### config.mk
export PLATFORM = sky130hd
export DESIGN_NAME = priority_ready_queue_core
export DESIGN_NICKNAME = d
export VERILOG_FILES = /design/src/prq_pkg.sv /design/src/priority_ready_queue_core.sv /design/src/prq_store.sv /design/src/prq_ctrl.sv
export SDC_FILE = /design/constraint.sdc
export NUM_CORES = 1
export LEC_CHECK = 0
export BUFFER_PORTS_ARGS = -buffer_cell sky130_fd_sc_hd__buf_2
export CAP_MARGIN = 30
export CORE_UTILIZATION = 55
export CTS_CLUSTER_DIAMETER = 120
export DETAILED_ROUTE_END_ITERATION = 10
export PLACE_DENSITY = 0.7
export SLEW_MARGIN = 20
export SYNTH_ARGS = -nofsm -noshare
export SYNTH_HDL_FRONTEND = slang
export SYNTH_HIERARCHICAL = 1
export SYNTH_SLANG_ARGS = --single-unit
### constraint.sdc
create_clock -name clk -period 3.78 [get_ports clk]
set_input_delay 0.756 -clock clk [delete_from_list [all_inputs] [get_ports clk]]
set_output_delay 0.756 -clock clk [all_outputs]
set_load 0.02 [all_outputs]
### src/prq_pkg.sv
// shared types, codes and defaults of the priority ready queue
package prq_pkg;

	// default number of queue slots
	localparam int PRQ_DEPTH = 16;

	// payload widths
	localparam int ID_W   = 8;
	localparam int PRI_W  = 8;
	localparam int STAT_W = 2;
	localparam int OCC_W  = 5;

	// request function codes
	localparam logic FUNC_INSERT = 1'b0;
	localparam logic FUNC_REMOVE = 1'b1;

	// result status codes
	localparam logic [STAT_W-1:0] STATUS_DONE  = 2'd0;
	localparam logic [STAT_W-1:0] STATUS_FULL  = 2'd1;
	localparam logic [STAT_W-1:0] STATUS_EMPTY = 2'd2;

	// one queue slot
	typedef struct packed {
		logic [ID_W-1:0]  id;
		logic [PRI_W-1:0] pri;
	} prq_entry_t;

	// finished request from the sequencer to the output register
	typedef struct packed {
		logic              fire;
		logic [STAT_W-1:0] status;
		logic [ID_W-1:0]   id;
		logic [PRI_W-1:0]  pri;
		logic [OCC_W-1:0]  occ;
	} prq_done_t;

endpackage

### src/priority_ready_queue_core.sv
// priority ready queue: top level with the result register
// sequence: a refused request goes straight to its result, a remove reads the head and
//   moves the rest forward, an insert searches, moves the tail back as needed and writes the entry
// throughput: one request at a time; the slot memory's single read and write port,
//   one entry per cycle, sets the figure; the next request is taken while a result waits
// reset: arst_n empties the queue at once; slot contents are not cleared
module priority_ready_queue_core #(
	parameter int DEPTH = prq_pkg::PRQ_DEPTH
) (
	input  logic                        clk,
	input  logic                        arst_n,
	input  logic                        in_valid,
	output logic                        in_stall,
	input  logic                        func,
	input  logic [prq_pkg::ID_W-1:0]    proc_id,
	input  logic [prq_pkg::PRI_W-1:0]   priority_req,
	output logic                        out_valid,
	input  logic                        out_stall,
	output logic [prq_pkg::STAT_W-1:0]  status,
	output logic [prq_pkg::ID_W-1:0]    out_id,
	output logic [prq_pkg::PRI_W-1:0]   out_priority,
	output logic [prq_pkg::OCC_W-1:0]   occupancy
);
	import prq_pkg::*;

	localparam int AW = (DEPTH > 1) ? $clog2(DEPTH) : 1;
	localparam int CW = $clog2(DEPTH + 1);

	logic       busy;
	logic       out_free;
	prq_done_t  done;
	logic       mem_we;
	logic [AW-1:0] mem_waddr;
	logic [AW-1:0] mem_raddr;
	prq_entry_t mem_wdata;
	prq_entry_t mem_rdata;
	logic       out_valid_q;
	prq_done_t  res_q;

	prq_store #(
		.DEPTH (DEPTH),
		.AW    (AW)
	) u_store (
		.clk   (clk),
		.we    (mem_we),
		.waddr (mem_waddr),
		.wdata (mem_wdata),
		.raddr (mem_raddr),
		.rdata (mem_rdata)
	);

	prq_ctrl #(
		.DEPTH (DEPTH),
		.AW    (AW),
		.CW    (CW)
	) u_ctrl (
		.clk          (clk),
		.arst_n       (arst_n),
		.in_valid     (in_valid),
		.func         (func),
		.proc_id      (proc_id),
		.priority_req (priority_req),
		.busy         (busy),
		.out_free     (out_free),
		.done         (done),
		.mem_we       (mem_we),
		.mem_waddr    (mem_waddr),
		.mem_wdata    (mem_wdata),
		.mem_raddr    (mem_raddr),
		.mem_rdata    (mem_rdata)
	);

	// request side stalls while the sequencer works
	assign in_stall = busy;

	// result register frees when empty or when its result is taken
	assign out_free = !out_valid_q || !out_stall;

	always_ff @(posedge clk or negedge arst_n) begin
		if (!arst_n) begin
			out_valid_q <= 1'b0;
		end else if (done.fire) begin
			out_valid_q <= 1'b1;
		end else if (!out_stall) begin
			out_valid_q <= 1'b0;
		end
	end

	// result payload
	always_ff @(posedge clk) begin
		if (done.fire) begin
			res_q <= done;
		end
	end

	assign out_valid    = out_valid_q;
	assign status       = res_q.status;
	assign out_id       = res_q.id;
	assign out_priority = res_q.pri;
	assign occupancy    = res_q.occ;

endmodule

### src/prq_store.sv
// slot memory of the queue, one write port and one registered read port
module prq_store #(
	parameter int DEPTH = 16,
	parameter int AW    = 4
) (
	input  logic                clk,
	input  logic                we,
	input  logic [AW-1:0]       waddr,
	input  prq_pkg::prq_entry_t wdata,
	input  logic [AW-1:0]       raddr,
	output prq_pkg::prq_entry_t rdata
);
	import prq_pkg::*;

	prq_entry_t mem_q [DEPTH];
	prq_entry_t rdata_q;

	// write port
	always_ff @(posedge clk) begin
		if (we) begin
			mem_q[waddr] <= wdata;
		end
	end

	// registered read port
	always_ff @(posedge clk) begin
		rdata_q <= mem_q[raddr];
	end

	assign rdata = rdata_q;

endmodule

### src/prq_ctrl.sv
// sequencer that searches and shifts the slot memory one entry per cycle
module prq_ctrl #(
	parameter int DEPTH = 16,
	parameter int AW    = 4,
	parameter int CW    = 5
) (
	input  logic                         clk,
	input  logic                         arst_n,
	input  logic                         in_valid,
	input  logic                         func,
	input  logic [prq_pkg::ID_W-1:0]     proc_id,
	input  logic [prq_pkg::PRI_W-1:0]    priority_req,
	output logic                         busy,
	input  logic                         out_free,
	output prq_pkg::prq_done_t           done,
	output logic                         mem_we,
	output logic [AW-1:0]                mem_waddr,
	output prq_pkg::prq_entry_t          mem_wdata,
	output logic [AW-1:0]                mem_raddr,
	input  prq_pkg::prq_entry_t          mem_rdata
);
	import prq_pkg::*;

	typedef enum logic [6:0] {
		ST_IDLE  = 7'b0000001,
		ST_SCAN  = 7'b0000010,
		ST_SHIFT = 7'b0000100,
		ST_PUT   = 7'b0001000,
		ST_HEAD  = 7'b0010000,
		ST_DRAIN = 7'b0100000,
		ST_DONE  = 7'b1000000
	} state_t;

	state_t            state_q, state_d;
	logic [CW-1:0]     count_q, count_d;
	logic [CW-1:0]     k_q, k_d;
	logic [CW-1:0]     pos_q, pos_d;
	prq_entry_t        new_q, new_d;
	logic [STAT_W-1:0] status_q, status_d;
	prq_entry_t        head_q, head_d;
	logic              fire;

	// sequencer: one memory read and at most one write per cycle
	always_comb begin
		state_d   = state_q;
		count_d   = count_q;
		k_d       = k_q;
		pos_d     = pos_q;
		new_d     = new_q;
		status_d  = status_q;
		head_d    = head_q;
		mem_raddr = '0;
		mem_we    = 1'b0;
		mem_waddr = '0;
		mem_wdata = new_q;
		fire      = 1'b0;
		unique case (state_q)
			ST_IDLE: begin
				if (in_valid) begin
					new_d    = '{id: proc_id, pri: priority_req};
					status_d = STATUS_DONE;
					head_d   = '0;
					k_d      = '0;
					if (func == FUNC_INSERT) begin
						if (count_q == CW'(DEPTH)) begin
							status_d = STATUS_FULL;
							state_d  = ST_DONE;
						end else if (count_q == '0) begin
							pos_d   = '0;
							state_d = ST_PUT;
						end else begin
							state_d = ST_SCAN;
						end
					end else begin
						if (count_q == '0) begin
							status_d = STATUS_EMPTY;
							state_d  = ST_DONE;
						end else begin
							state_d = ST_HEAD;
						end
					end
				end
			end
			ST_SCAN: begin
				// first slot of strictly lower priority takes the new entry
				if (mem_rdata.pri < new_q.pri) begin
					pos_d     = k_q;
					k_d       = count_q;
					mem_raddr = AW'(count_q - 1'b1);
					state_d   = ST_SHIFT;
				end else if (k_q + 1'b1 == count_q) begin
					pos_d   = count_q;
					state_d = ST_PUT;
				end else begin
					k_d       = k_q + 1'b1;
					mem_raddr = AW'(k_q + 1'b1);
				end
			end
			ST_SHIFT: begin
				// move the tail back by one slot, last entry first
				mem_we    = 1'b1;
				mem_waddr = AW'(k_q);
				mem_wdata = mem_rdata;
				if (k_q - 1'b1 == pos_q) begin
					state_d = ST_PUT;
				end else begin
					k_d       = k_q - 1'b1;
					mem_raddr = AW'(k_q - 2'd2);
				end
			end
			ST_PUT: begin
				mem_we    = 1'b1;
				mem_waddr = AW'(pos_q);
				mem_wdata = new_q;
				count_d   = count_q + 1'b1;
				state_d   = ST_DONE;
			end
			ST_HEAD: begin
				head_d = mem_rdata;
				if (count_q == CW'(1)) begin
					count_d = count_q - 1'b1;
					state_d = ST_DONE;
				end else begin
					k_d       = '0;
					mem_raddr = AW'(1);
					state_d   = ST_DRAIN;
				end
			end
			ST_DRAIN: begin
				// move every remaining entry forward by one slot
				mem_we    = 1'b1;
				mem_waddr = AW'(k_q);
				mem_wdata = mem_rdata;
				if (k_q + 2'd2 == count_q) begin
					count_d = count_q - 1'b1;
					state_d = ST_DONE;
				end else begin
					k_d       = k_q + 1'b1;
					mem_raddr = AW'(k_q + 2'd2);
				end
			end
			ST_DONE: begin
				if (out_free) begin
					fire    = 1'b1;
					state_d = ST_IDLE;
				end
			end
			default: begin
				state_d = ST_IDLE;
			end
		endcase
	end

	// control state
	always_ff @(posedge clk or negedge arst_n) begin
		if (!arst_n) begin
			state_q <= ST_IDLE;
			count_q <= '0;
		end else begin
			state_q <= state_d;
			count_q <= count_d;
		end
	end

	// working registers
	always_ff @(posedge clk) begin
		k_q      <= k_d;
		pos_q    <= pos_d;
		new_q    <= new_d;
		status_q <= status_d;
		head_q   <= head_d;
	end

	assign busy = (state_q != ST_IDLE);

	// finished request
	always_comb begin
		done.fire   = fire;
		done.status = status_q;
		done.id     = head_q.id;
		done.pri    = head_q.pri;
		done.occ    = OCC_W'(count_q);
	end

`ifndef SYNTH
	a_count_bound: assert property (@(posedge clk) disable iff (!arst_n)
		count_q <= CW'(DEPTH))
		else $error("held count above depth");

	a_waddr_range: assert property (@(posedge clk) disable iff (!arst_n)
		mem_we |-> ({1'b0, mem_waddr} < (AW + 1)'(DEPTH)))
		else $error("slot write beyond depth");

	a_full_refusal: assert property (@(posedge clk) disable iff (!arst_n)
		(fire && status_q == STATUS_FULL) |-> (count_q == CW'(DEPTH)))
		else $error("insert refused while queue not full");

	a_empty_refusal: assert property (@(posedge clk) disable iff (!arst_n)
		(fire && status_q == STATUS_EMPTY) |-> (count_q == '0))
		else $error("remove refused while queue not empty");

	a_count_step: assert property (@(posedge clk) disable iff (!arst_n)
		busy |=> (count_q == $past(count_q) || count_q == $past(count_q) + 1'b1
			|| count_q + 1'b1 == $past(count_q)))
		else $error("held count moved by more than one");
`endif

endmodule
==> reports/results.ini <==
[detailed_routing]
drc = 0
drt-initial-drc-count = 972
routed_wirelength_um = 31700
firstDrtPassIters = 7
drtAntennaViolNets = 0
num_vias = 7975
routedWlPerCell_um = 24.8
viasPerCell = 6.23

[worst_setup_path]
critPathKind = reg -> reg
crit_start = u_ctrl/k_q[1]
r2r-end = u_store/rdata[2]
reg2reg_from = u_ctrl/k_q[1]
crit_arrival_ps = 3960
cp-end-kind = flip-flop
reg2reg_setup_slack_ps = 220
start_kind = flip-flop
required_ps = 4170
path_max_fanout = 20
r2r_cells = 12

[synthesis]
synthFlopType = edfxtp_1
syn_inst = 813
syn_nets = 850
netlist_top_cells_count = 323 x edfxtp_1, 72 x nand2_1, 54 x mux4_2
ys_warn_count = 6
synth_edf_count = 323
synth.area.top_cells = edfxtp_1 68%, mux4_2 8.5%, dfxtp_1 2.2%
syn_area_um2 = 14300
yosys.area.top_type_share_pct = 67.6
seq_area_frac_synth_pct = 72.1
synthArstFlopShare_pct = 3.69
yosysMostFrequentCell = edfxtp_1
synth_top_cell_by_area = edfxtp_1
synth_cell_types = 68
syn-mean-instance-area_um2 = 17.6
synth-seq-cells = 352

[global_route]
grt-ovfl-total = 0
grt_pass1_wl_um = 47800
grt_pass1_vias = 8139
grt_antenna_before_repair = 0
grt_max_degree = 45
grt_usage_pct = 24.6

[timing]
max_slew_margin_pct = 57.1
worst-slew-pin-transition_ps = 643
whs_ps = 117
fmax_mhz = 281
period_needed_ps = 3560
report.final.slew_viol_count = 0
hold_violations = 0
rsz0062_at_grt = false
finalCritPeriodShare_pct = 94.3
clock-skew-final_ps = 13.0
setup_viol = 0
finalSetupTns_ps = 0

[die]
die_height_um = 163
rows = 58
core_area_um2 = 25400
io_pins = 46
die_width_um = 163
dieArea_um2 = 26700
start_util_pct = 56.5

[power_and_ir_drop]
power_density_nw_per_um2 = 751
total_power_mw = 12.5
p_leak_nw = 5.87
vdd_ir_drop_max_mv = 0.465

[clocking]
clk-insertion-delay-late_ps = 520
cts_made_buffers = 37
cts_root_buf = clkbuf_16
htreeDepth = 2
clkTransAtPathRegs_ps = 60
clock_path_buffers = 3
postCtsHoldBufs = 0
cts_tree = yes
cts.sink_count = 352

[placed_design]
io_buffers = 45
gp_congestion = 0.867
dp_hpwl_um = 20600
place_inst = 1211

[min_path]
hold_class = in -> async

[finish]
fin_util_pct = 65.4
antennaDiodeCount = 0
area_growth_pct = 15.9
nets = 958
fill_cells = 1712
finalNonFillerCells = 1280
drive_gt1_share_pct = 26.9

[outcome]
outcome = finished clean

[job]
maxCapViolCount = 0

==> cell families after synthesis <==
family	Yosys count	synth area share, %
XOR/XNOR	29	2.16
AND/OR/NAND/NOR	187	6.67
multiplexers	68	10.6
AO/OA/AOI/OAI	100	4.96
flip-flops	352	72.1
adder cells (fa/ha/maj)	16	1.40
buffers and inverters	61	2.07
==> stage by stage <==
step / worst slack [ps] / instance area (µm²)
floorplan: 339 / 14300
global placement: 241 / 15300
detailed placement: 58.5 / 15300
CTS: 35.4 / 16600
global route: 8.42 / 16600
finish: 217 / 16600
==> timing repair <==
action,4_1_cts,5_1_grt
resized for setup,0,3
buffers inserted,0,1
setup endpoints to repair,0,15
==> area by class of cell <==
cell class | count | area (µm²) | share of cell area, %
Clock buffer | 44 | 1000 | 6.05
Clock inverter | 24 | 273 | 1.64
Inverter | 15 | 56.3 | 0.339
Multi-Input combinational cell | 400 | 3730 | 22.5
Sequential cell | 352 | 10300 | 62.3
Tap cell | 330 | 413 | 2.48
Timing Repair Buffer | 115 | 792 | 4.77
==> flip-flops by register name (all words and copies together), names as in the netlist, 7 cells and up <==
register / flops
u_store/rdata: 16
u_ctrl/done: 16
u_store/mem_q: 256
out_id: 8
u_ctrl/new_q: 16
u_ctrl/state_q: 7
out_priority: 8
==> metal layers <==
| layer | part of all wire (%) | vias up | track usage (%) |
|---|---|---|---|
| met5 | 0 | - | 0 |
| met4 | 2.5 | 0 | 8.38 |
| met3 | 7.2 | 60 | 3.94 |
| met2 | 49 | 398 | 40.1 |
| met1 | 42 | 4047 | 34.0 |
| li1 | - | 3470 | - |
==> cells in the final DEF, fill, tap and decap left out, types with 5 or more instances in the layout <==
| cell | n |
|---|---|
| edfxtp_1 | 323 |
| nand2_1 | 72 |
| buf_4 | 66 |
| mux4_2 | 54 |
| buf_2 | 45 |
| clkbuf_16 | 39 |
| a22oi_1 | 33 |
| nor2_1 | 27 |
| and3_1 | 23 |
| o21ai_0 | 18 |
| ha_1 | 16 |
| dfxtp_1 | 16 |
| inv_1 | 15 |
| xor2_1 | 14 |
| nand3_1 | 13 |
| dfrtp_1 | 12 |
| xnor2_1 | 11 |
| mux4_1 | 10 |
| clkinv_2 | 9 |
| a21oi_1 | 9 |
| nand2b_1 | 8 |
| nor3_1 | 6 |
| bufinv_16 | 5 |
| nor3_2 | 5 |
| o32ai_1 | 5 |
==> critical path: stages (launching register included) <==
cell	delay (ps)
edfxtp_1	480
inv_1	190
ha_1	250
nor3b_2	260
xnor3_1	290
a31oi_1	250
a211oi_1	90
o211ai_1	230
buf_4	160
buf_6	270
mux4_2	550
a22oi_1	300
nand2_1	100
==> report_power, final <==
part	leakage (nW)	internal, mW	switching, mW
Combinational	2.01	1.47	1.96
Clock	0.622	2.26	1.47
Sequential	3.24	4.99	0.327
Total	5.87	8.72	3.76
==> worst max-delay path by stage <==
stage | endpoint | slack (ps) | cells past startpoint
6_report | u_store/rdata[2] | 220 | 12
5_1_grt | u_store/rdata[2] | 8 | 12
4_1_cts | u_store/rdata[2] | 40 | 11
3_5_place_dp | u_store/rdata[2] | 60 | 11
3_3_place_gp | u_store/rdata[2] | 240 | 11
2_1_floorplan | u_store/mem_q[0][0] | 340 | 7
Note: power is estimated with default switching activity, not from simulation.
